## src/hw/rtl/dnle_pkg.sv

```systemverilog
package dnle_pkg;

    localparam int OP_W  = 2;
    localparam int CH_W  = 8;
    localparam int ERR_W = 2;

    // Defaults for the top-level parameters
    localparam int LABEL_MAX_DEF = 63;
    localparam int NAME_MAX_DEF  = 255;

    // Label separator
    localparam logic [CH_W-1:0] DOT_CHAR = 8'h2E;

    // Request opcodes
    typedef enum logic [OP_W-1:0] {
        OP_CHAR  = 2'd0,
        OP_CLOSE = 2'd1,
        OP_ROOT  = 2'd2
    } t_op;

    // Sticky error codes
    typedef enum logic [ERR_W-1:0] {
        ERR_OK         = 2'd0,
        ERR_LABEL_LONG = 2'd1,
        ERR_NAME_LONG  = 2'd2,
        ERR_EMPTY      = 2'd3
    } t_err;

    // Encoder sequencer states
    typedef enum logic [1:0] {
        S_IDLE,
        S_HEAD,
        S_FETCH,
        S_LOAD
    } t_state;

endpackage

```

## src/hw/rtl/dnle_req_if.sv

```systemverilog
// Input channel: one name character or command per request.
interface dnle_req_if;
    logic                        valid;
    logic                        ready;
    logic [dnle_pkg::OP_W-1:0]   op;
    logic [dnle_pkg::CH_W-1:0]   ch;

    modport source (output valid, output op, output ch, input ready);
    modport sink   (input valid, input op, input ch, output ready);
endinterface

```

## src/hw/rtl/dnle_rsp_if.sv

```systemverilog
// Output channel: one wire byte per transfer.
interface dnle_rsp_if;
    logic                        valid;
    logic                        ready;
    logic [dnle_pkg::CH_W-1:0]   wire_byte;
    logic                        run_last;
    logic [dnle_pkg::ERR_W-1:0]  error_code;

    modport source (output valid, output wire_byte, output run_last, output error_code,
                    input ready);
    modport sink   (input valid, input wire_byte, input run_last, input error_code,
                    output ready);
endinterface

```

## src/hw/rtl/dns_name_label_encoder.sv

```systemverilog
// DNS name label encoder. Feed a dotted name one character per request (op 0);
// characters are held in a LABEL_MAX-entry label memory until a dot or a close
// request (op 1), which sends the label out as a length byte and its characters.
// A root request (op 2) sends the zero terminator, reports the sticky error and
// returns the block to its reset state. Character requests and requests that
// emit nothing are taken back to back. A label flush sends the length byte,
// then each character by a registered read of the label memory and a load
// into the output register; the root request sends only its zero byte. New
// requests are taken only once the previous one has loaded its last byte into
// the output register, which may still wait there while the receiver stalls.
// Errors (sticky, first one kept): 1 label too long, 2 name too long (checked
// including the root byte against NAME_MAX), 3 empty label. Faulty labels are
// dropped, not encoded. No clearing pass is needed after reset.
module dns_name_label_encoder #(
    parameter int LABEL_MAX = dnle_pkg::LABEL_MAX_DEF,
    parameter int NAME_MAX  = dnle_pkg::NAME_MAX_DEF
) (
    input  logic            i_clk,
    input  logic            i_rst_n,
    dnle_req_if.sink        i_req,
    dnle_rsp_if.source      o_rsp
);

    localparam int FW = $clog2(LABEL_MAX + 1);
    localparam int AW = (LABEL_MAX > 1) ? $clog2(LABEL_MAX) : 1;
    localparam int TW = $clog2(NAME_MAX + 1);
    localparam int SW = $clog2(NAME_MAX + LABEL_MAX + 3);

    // Control state
    dnle_pkg::t_state r_state, n_state;
    logic [FW-1:0]    r_fill, n_fill;
    logic [TW-1:0]    r_total, n_total;
    dnle_pkg::t_err   r_err, n_err;
    logic             r_after_dot, n_after_dot;
    logic             r_overrun, n_overrun;
    logic             r_ov, n_ov;

    // Payload state
    logic [FW-1:0]              r_len, n_len;
    logic [FW-1:0]              r_idx, n_idx;
    logic [dnle_pkg::CH_W-1:0]  r_head_byte, n_head_byte;
    dnle_pkg::t_err             r_head_err, n_head_err;
    logic                       r_head_last, n_head_last;
    logic [dnle_pkg::CH_W-1:0]  r_ob, n_ob;
    logic                       r_ol, n_ol;
    dnle_pkg::t_err             r_oe, n_oe;

    // Label memory
    logic [dnle_pkg::CH_W-1:0]  r_mem [LABEL_MAX];
    logic [dnle_pkg::CH_W-1:0]  r_rd_data;
    logic                       wr_en;
    logic                       rd_en;

    logic          accept;
    logic          slot_free;
    logic          is_dot;
    logic          fits;
    logic [SW-1:0] need;
    logic [FW-1:0] idx_next;
    dnle_pkg::t_op op_code;

    assign accept    = i_req.valid && i_req.ready;
    assign slot_free = !r_ov || o_rsp.ready;
    assign op_code   = dnle_pkg::t_op'(i_req.op);
    assign is_dot    = (i_req.ch == dnle_pkg::DOT_CHAR);
    assign need      = SW'(r_total) + SW'(r_fill) + SW'(2);
    assign fits      = (need <= SW'(NAME_MAX));
    assign idx_next  = r_idx + FW'(1);

    assign i_req.ready      = (r_state == dnle_pkg::S_IDLE);
    assign o_rsp.valid      = r_ov;
    assign o_rsp.wire_byte  = r_ob;
    assign o_rsp.run_last   = r_ol;
    assign o_rsp.error_code = r_oe;

    // Next state and datapath control
    always_comb begin
        n_state     = r_state;
        n_fill      = r_fill;
        n_total     = r_total;
        n_err       = r_err;
        n_after_dot = r_after_dot;
        n_overrun   = r_overrun;
        n_len       = r_len;
        n_idx       = r_idx;
        n_head_byte = r_head_byte;
        n_head_err  = r_head_err;
        n_head_last = r_head_last;
        n_ov        = r_ov && !o_rsp.ready;
        n_ob        = r_ob;
        n_ol        = r_ol;
        n_oe        = r_oe;
        wr_en       = 1'b0;
        rd_en       = 1'b0;

        unique case (r_state)
            dnle_pkg::S_IDLE: begin
                if (accept) begin
                    unique case (op_code) inside
                        dnle_pkg::OP_CHAR, dnle_pkg::OP_CLOSE: begin
                            if (op_code == dnle_pkg::OP_CHAR && !is_dot) begin
                                // buffer a label character
                                n_after_dot = 1'b0;
                                if (!r_overrun) begin
                                    if (r_fill < FW'(LABEL_MAX)) begin
                                        wr_en  = 1'b1;
                                        n_fill = r_fill + FW'(1);
                                    end else begin
                                        n_overrun = 1'b1;
                                        if (r_err == dnle_pkg::ERR_OK)
                                            n_err = dnle_pkg::ERR_LABEL_LONG;
                                    end
                                end
                            end else if (op_code == dnle_pkg::OP_CHAR && r_after_dot) begin
                                // dot with no label in front of it
                                if (r_err == dnle_pkg::ERR_OK)
                                    n_err = dnle_pkg::ERR_EMPTY;
                            end else begin
                                // flush pending label
                                if (!r_overrun && r_fill != '0) begin
                                    if (!fits) begin
                                        if (r_err == dnle_pkg::ERR_OK)
                                            n_err = dnle_pkg::ERR_NAME_LONG;
                                    end else begin
                                        n_head_byte = dnle_pkg::CH_W'(r_fill);
                                        n_head_err  = r_err;
                                        n_head_last = 1'b0;
                                        n_len       = r_fill;
                                        n_total     = TW'(need - SW'(1));
                                        n_state     = dnle_pkg::S_HEAD;
                                    end
                                end
                                n_fill      = '0;
                                n_overrun   = 1'b0;
                                n_after_dot = 1'b1;
                            end
                        end
                        dnle_pkg::OP_ROOT: begin
                            // terminator byte, then back to reset state
                            n_head_byte = '0;
                            n_head_err  = r_err;
                            n_head_last = 1'b1;
                            n_state     = dnle_pkg::S_HEAD;
                            n_fill      = '0;
                            n_total     = '0;
                            n_err       = dnle_pkg::ERR_OK;
                            n_after_dot = 1'b1;
                            n_overrun   = 1'b0;
                        end
                        default: ;
                    endcase
                end
            end
            dnle_pkg::S_HEAD: begin
                if (slot_free) begin
                    n_ov    = 1'b1;
                    n_ob    = r_head_byte;
                    n_ol    = r_head_last;
                    n_oe    = r_head_err;
                    n_idx   = '0;
                    n_state = r_head_last ? dnle_pkg::S_IDLE : dnle_pkg::S_FETCH;
                end
            end
            dnle_pkg::S_FETCH: begin
                rd_en   = 1'b1;
                n_state = dnle_pkg::S_LOAD;
            end
            dnle_pkg::S_LOAD: begin
                if (slot_free) begin
                    n_ov    = 1'b1;
                    n_ob    = r_rd_data;
                    n_ol    = (idx_next == r_len);
                    n_oe    = r_err;
                    n_idx   = idx_next;
                    n_state = (idx_next == r_len) ? dnle_pkg::S_IDLE : dnle_pkg::S_FETCH;
                end
            end
            default: n_state = dnle_pkg::S_IDLE;
        endcase
    end

    // Control registers
    always_ff @(posedge i_clk) begin
        if (!i_rst_n) begin
            r_state     <= dnle_pkg::S_IDLE;
            r_fill      <= '0;
            r_total     <= '0;
            r_err       <= dnle_pkg::ERR_OK;
            r_after_dot <= 1'b1;
            r_overrun   <= 1'b0;
            r_ov        <= 1'b0;
        end else begin
            r_state     <= n_state;
            r_fill      <= n_fill;
            r_total     <= n_total;
            r_err       <= n_err;
            r_after_dot <= n_after_dot;
            r_overrun   <= n_overrun;
            r_ov        <= n_ov;
        end
    end

    // Payload registers
    always_ff @(posedge i_clk) begin
        r_len       <= n_len;
        r_idx       <= n_idx;
        r_head_byte <= n_head_byte;
        r_head_err  <= n_head_err;
        r_head_last <= n_head_last;
        r_ob        <= n_ob;
        r_ol        <= n_ol;
        r_oe        <= n_oe;
    end

    // Label memory: write on buffered character, registered read
    always_ff @(posedge i_clk) begin
        if (wr_en)
            r_mem[r_fill[AW-1:0]] <= i_req.ch;
        if (rd_en)
            r_rd_data <= r_mem[r_idx[AW-1:0]];
    end

endmodule

```

## src/flat_wrapper.sv

```systemverilog
// flat-port wrapper written by rule: the top's interface ports become plain ports
module dns_name_label_encoder_flat 
#(
    parameter int LABEL_MAX = dnle_pkg::LABEL_MAX_DEF,
    parameter int NAME_MAX  = dnle_pkg::NAME_MAX_DEF
)
  (i_clk, i_rst_n, i_req_valid, i_req_op, i_req_ch, i_req_ready, o_rsp_valid, o_rsp_wire_byte, o_rsp_run_last, o_rsp_error_code, o_rsp_ready);
  dnle_req_if i_req_i ();
  dnle_rsp_if o_rsp_i ();
  input  logic i_clk;
  input  logic i_rst_n;
  input wire logic [$bits(i_req_i.valid)-1:0] i_req_valid;
  input wire logic [$bits(i_req_i.op)-1:0] i_req_op;
  input wire logic [$bits(i_req_i.ch)-1:0] i_req_ch;
  output wire logic [$bits(i_req_i.ready)-1:0] i_req_ready;
  output wire logic [$bits(o_rsp_i.valid)-1:0] o_rsp_valid;
  output wire logic [$bits(o_rsp_i.wire_byte)-1:0] o_rsp_wire_byte;
  output wire logic [$bits(o_rsp_i.run_last)-1:0] o_rsp_run_last;
  output wire logic [$bits(o_rsp_i.error_code)-1:0] o_rsp_error_code;
  input wire logic [$bits(o_rsp_i.ready)-1:0] o_rsp_ready;
  assign i_req_i.valid = i_req_valid;
  assign i_req_i.op = i_req_op;
  assign i_req_i.ch = i_req_ch;
  assign i_req_ready = i_req_i.ready;
  assign o_rsp_valid = o_rsp_i.valid;
  assign o_rsp_wire_byte = o_rsp_i.wire_byte;
  assign o_rsp_run_last = o_rsp_i.run_last;
  assign o_rsp_error_code = o_rsp_i.error_code;
  assign o_rsp_i.ready = o_rsp_ready;
  dns_name_label_encoder #(.LABEL_MAX(LABEL_MAX), .NAME_MAX(NAME_MAX)) u_core (.i_clk(i_clk), .i_rst_n(i_rst_n), .i_req(i_req_i), .o_rsp(o_rsp_i));
endmodule
```

## config.mk

```make
export PLATFORM = sky130hd
export DESIGN_NAME = dns_name_label_encoder_flat
export DESIGN_NICKNAME = d
export VERILOG_FILES = /design/src/hw/rtl/dnle_pkg.sv /design/src/hw/rtl/dnle_req_if.sv /design/src/hw/rtl/dnle_rsp_if.sv /design/src/hw/rtl/dns_name_label_encoder.sv /design/src/flat_wrapper.sv
export SDC_FILE = /design/constraint.sdc
export NUM_CORES = 1
export LEC_CHECK = 0
export BUFFER_PORTS_ARGS = -buffer_cell sky130_fd_sc_hd__buf_4
export CAP_MARGIN = 5
export CELL_PAD_IN_SITES_DETAIL_PLACEMENT = 0
export CELL_PAD_IN_SITES_GLOBAL_PLACEMENT = 1
export CORE_MARGIN = 2
export CORE_UTILIZATION = 56
export DETAILED_ROUTE_END_ITERATION = 8
export GPL_ROUTABILITY_DRIVEN = 0
export GPL_TIMING_DRIVEN = 0
export PLACE_DENSITY_LB_ADDON = 0.15
export REMOVE_ABC_BUFFERS = 1
export SYNTH_ARGS = -nofsm -noshare
export SYNTH_HDL_FRONTEND = slang
export SYNTH_SLANG_ARGS = --single-unit
```

## constraint.sdc

```tcl
create_clock -name i_clk -period 4.4 [get_ports i_clk]
set_clock_uncertainty 0.2 [all_clocks]
set_input_delay 0.44 -clock i_clk [delete_from_list [all_inputs] [get_ports i_clk]]
set_output_delay 0.44 -clock i_clk [all_outputs]
set_load 0.02 [all_outputs]
```

==> metrics.csv <==
stage;metric;value;unit
floorplanning;Rows;73;
clocking;worst skew pair latency;0.61;ns
detailed_routing;Pre-Repair DR Iteration Count;5;
timing;Worst-Margin Slew;0.929;ns
clocking;clk root buf;clkbuf_16;
timing;WHS;0.0706;ns
critical_path;crit-path cells;inv_1 > ha_1 > inv_1 > ha_1 > inv_1 > fa_1 > nand2b_1 > a21oi_1 > mux2i_1 > o211a_1 > o31ai_2 > nor3_1;
critical_path;Arrival @ worst endpoint;4.02;ns
critical_path;CP Max Fanout;8;
synth;Mapped Cells;1103;
global_routing;total gr overflow;0;
synth;number of synthesized flops with an enable pin;544;
critical_path;Crit. Startpoint;u_core.r_fill[1]$_SDFFE_PN0P_;
floorplanning;starting density of the core;56.8;%
detailed_routing;DRC;0;
place;DP Worst Slack;-0.0631;ns
critical_path;Worst setup SP type;register;
detailed_routing;vias per cell;6.17;
layout;multi-input logic area;0.00548;mm2
clocking;total CTS buffers;55;
floorplanning;Die Wd;205;um
critical_path;Crit Reg-Reg Startpoint;u_core.r_fill[1]$_SDFFE_PN0P_;
timing;TNS Setup;0;ns
timing;Setup violations, final;0;
power;power per standard cell area;437;mW/mm2
critical_path;CP endpoint;u_core.r_len[0]$_DFFE_PP_;
synth;top cells by area, synth;edfxtp_1, mux4_2, dfxtp_1;
detailed_routing;Routed WL;46.6;mm
clocking;Clk pin slew, worst setup/hold paths;0.06;ns
clocking;CTS tree;done;
synth;count of state elements after synthesis;565;
global_routing;first-pass GRT wire length;69.0;mm
clocking;CTS Buffer Depth;3;
clocking;H-tree depth;2;
detailed_routing;initial drt markers;1058;
critical_path;Worst path most repeated cell;inv_1;
clocking;Clock Sinks;565;
detailed_routing;antenna-violating nets left;0;
synth;Synth Area per Inst;20.5;um2
layout;n_diodes;0;
floorplanning;die footprint;0.0419;mm2
critical_path;slowest cell on the critical path;nor3_1;
global_routing;vias in the first global route;10500;
layout;fill cell count;2663;
synth;Synth area leader;edfxtp_1;
critical_path;nature of the critical path endpoint;register;
timing;RSZ-0062 raised after global routing;false;
timing;Max-slew headroom;37.6;%
power;peak supply drop;0.000349;V
global_routing;initial antenna violation count;1;
global_routing;gr usage total;23.2;%
layout;Synth-to-Final Area Change;13.4;%
run_status;status;finished clean;
floorplanning;Core Area;0.0397;mm2
place;DP HPWL;28.3;mm
floorplanning;IO Count;27;
global_routing;largest net degree at the start of global routing;65;
place;input/output buffers;26;
layout;Final nets;1192;
timing;Final period util;90.8;%
synth;Post-Syn Area;0.0226;mm2
critical_path;WP data required;4.42;ns
timing;post-route minimum period;3.99;ns
synth;Synth Warn #;0;
detailed_routing;Routed WL per cell;27.0;um
floorplanning;Die H;205;um
synth;most frequent cells after synthesis;edfxtp_1, mux4_2, nor2_1, nand2_1, clkbuf_1;
detailed_routing;Vias;10700;
layout;Reg area;0.0168;mm2
critical_path;Setup Crit Path Kind;reg2reg;
synth;sequential cell area fraction in the yosys report;74.3;%
timing;Final WS setup;0.406;ns
flow_run;MaxCap Viol Count;0;
timing;Fmax achieved;250;MHz
power;Leak;8.15;nW
layout;layout cells sized above 1;25.1;%
critical_path;Worst R2R Setup Slack;0.41;ns
critical_path;CP max stage delay;0.77;ns
synth;most used standard cell by instance count after synthesis;edfxtp_1;
critical_path;Reg2Reg Depth;12;
synth;synth unique cells;48;
critical_path;RR Endpoint;u_core.r_len[0]$_DFFE_PP_;
timing;final hold vios;0;
synth;top cell type's share of synthesized area;72.4;%
synth;Top FF cell, synth;edfxtp_1;
synth;Async SR Flop Fraction;0;%
timing;Slew Viols, Final;0;
min_path;HP Class;in2reg;
-- worst max-delay path, delay by kind of cell, from the launching register on --
| kind | cells | cell delay [ns] |
|---|---|---|
| flops | 1 | 0.47 |
| buf+inv | 3 | 0.29 |
| simple gates | 2 | 0.95 |
| fa+ha+maj | 3 | 0.90 |
| compound gates | 3 | 0.58 |
| mux | 1 | 0.21 |
-- cell usage in the layout, fill, tap and decap left out, types with 5 or more instances in the layout --
master,count
bufinv_16,5
nor3_1,10
o21ai_0,6
mux2_2,8
clkinv_2,9
buf_16,21
mux2i_1,18
mux4_2,160
nand3_1,9
xor2_1,8
nand2_1,42
nand2b_1,6
edfxtp_1,544
nor2b_1,6
clkinv_1,12
clkbuf_16,57
nor2_1,93
and3_1,7
and2_1,6
xnor2_1,14
clkbuf_1,14
inv_1,15
o21ai_1,10
buf_4,27
ha_1,17
dfxtp_1,21
or3_1,5
a21oi_1,7
-- worst min-delay path by stage --
stage,startpoint,to,slack (ns),cells after the start
detailed placement,u_core.r_total[1]$_SDFFE_PN0P_,u_core.r_total[1]$_SDFFE_PN0P_,0.26,2
floorplan,u_core.r_total[1]$_SDFFE_PN0P_,u_core.r_total[1]$_SDFFE_PN0P_,0.23,2
CTS,i_req_op[0],u_core.r_after_dot$_SDFFE_PN1P_,0.04,3
global route,i_req_op[0],u_core.r_after_dot$_SDFFE_PN1P_,0.09,3
global placement,u_core.r_total[1]$_SDFFE_PN0P_,u_core.r_total[1]$_SDFFE_PN0P_,0.25,2
finish,i_req_op[0],u_core.r_after_dot$_SDFFE_PN1P_,0.07,3
-- cell families (layout without fill, tap and decap cells) --
logic type,count (synthesis),after routing,synth area share (%)
DFF,565,565,74.3
AOI/OAI and AO/OA,43,43,1.21
muxes,186,186,17.2
and+or+nand+nor,199,199,3.96
xor gates and xnor gates,22,22,0.854
adders and majority gates,18,18,1.03
buffers and inverters,70,170,1.52
-- per-stage QoR --
step	instances	area, um2	utilization, %	power, mW
2_1_floorplan	1048	22300	-	6.42
3_3_place_gp	1599	23100	58.2	6.68
3_5_place_dp	1625	23800	59.9	6.69
4_1_cts	1728	25600	64.4	11.2
5_1_grt	1728	25600	64.4	11.5
6_report	1728	25600	64.4	11.2
-- layout make-up --
| type | instances | share of cell area (%) |
|---|---|---|
| multi-input cells | 468 | 21.4 |
| inverters | 15 | 0.220 |
| well taps | 525 | 2.57 |
| clock buffers | 71 | 5.78 |
| flip-flops and latches | 565 | 65.5 |
| repair buffers | 55 | 3.44 |
| clock inverters | 29 | 1.08 |
-- what timing repair did --
| item | 4_1_cts | 5_1_grt |
|---|---|---|
| setup endpoints to repair | 6 | 10 |
| cloned | 0 | 0 |
| endpoints found under the hold margin | 5 | 0 |
| setup buffers | 1 | 0 |
| resized for setup | 0 | 1 |
| pin swaps | 0 | 0 |
| hold buffers | 2 | 0 |
-- metal layers --
layer  share of wire, %  GRT usage, %
met1                 42          34.1
met2                 48          36.5
met3                6.7          4.04
met4                2.4          6.42
met5              0.028             0
-- report_power, final --
part | leakage, nW | total, mW | internal (mW) | switching [mW]
clock | 0.854 | 4.60 | 2.66 | 1.94
combinational | 2.22 | 0.622 | 0.289 | 0.333
sequential | 5.08 | 5.95 | 5.93 | 0.0267
-- flip-flops by register name (all words and copies together), names as in the netlist, 6 cells and up --
signal / cells
u_core.o_rsp.wire_byte: 8
u_core.r_idx: 6
u_core.r_total: 8
u_core.r_rd_data: 8
u_core.r_len: 6
u_core.r_head_byte: 6
u_core.r_fill: 6
u_core.r_mem: 504
No activity file was read; power rests on OpenSTA's default activity.
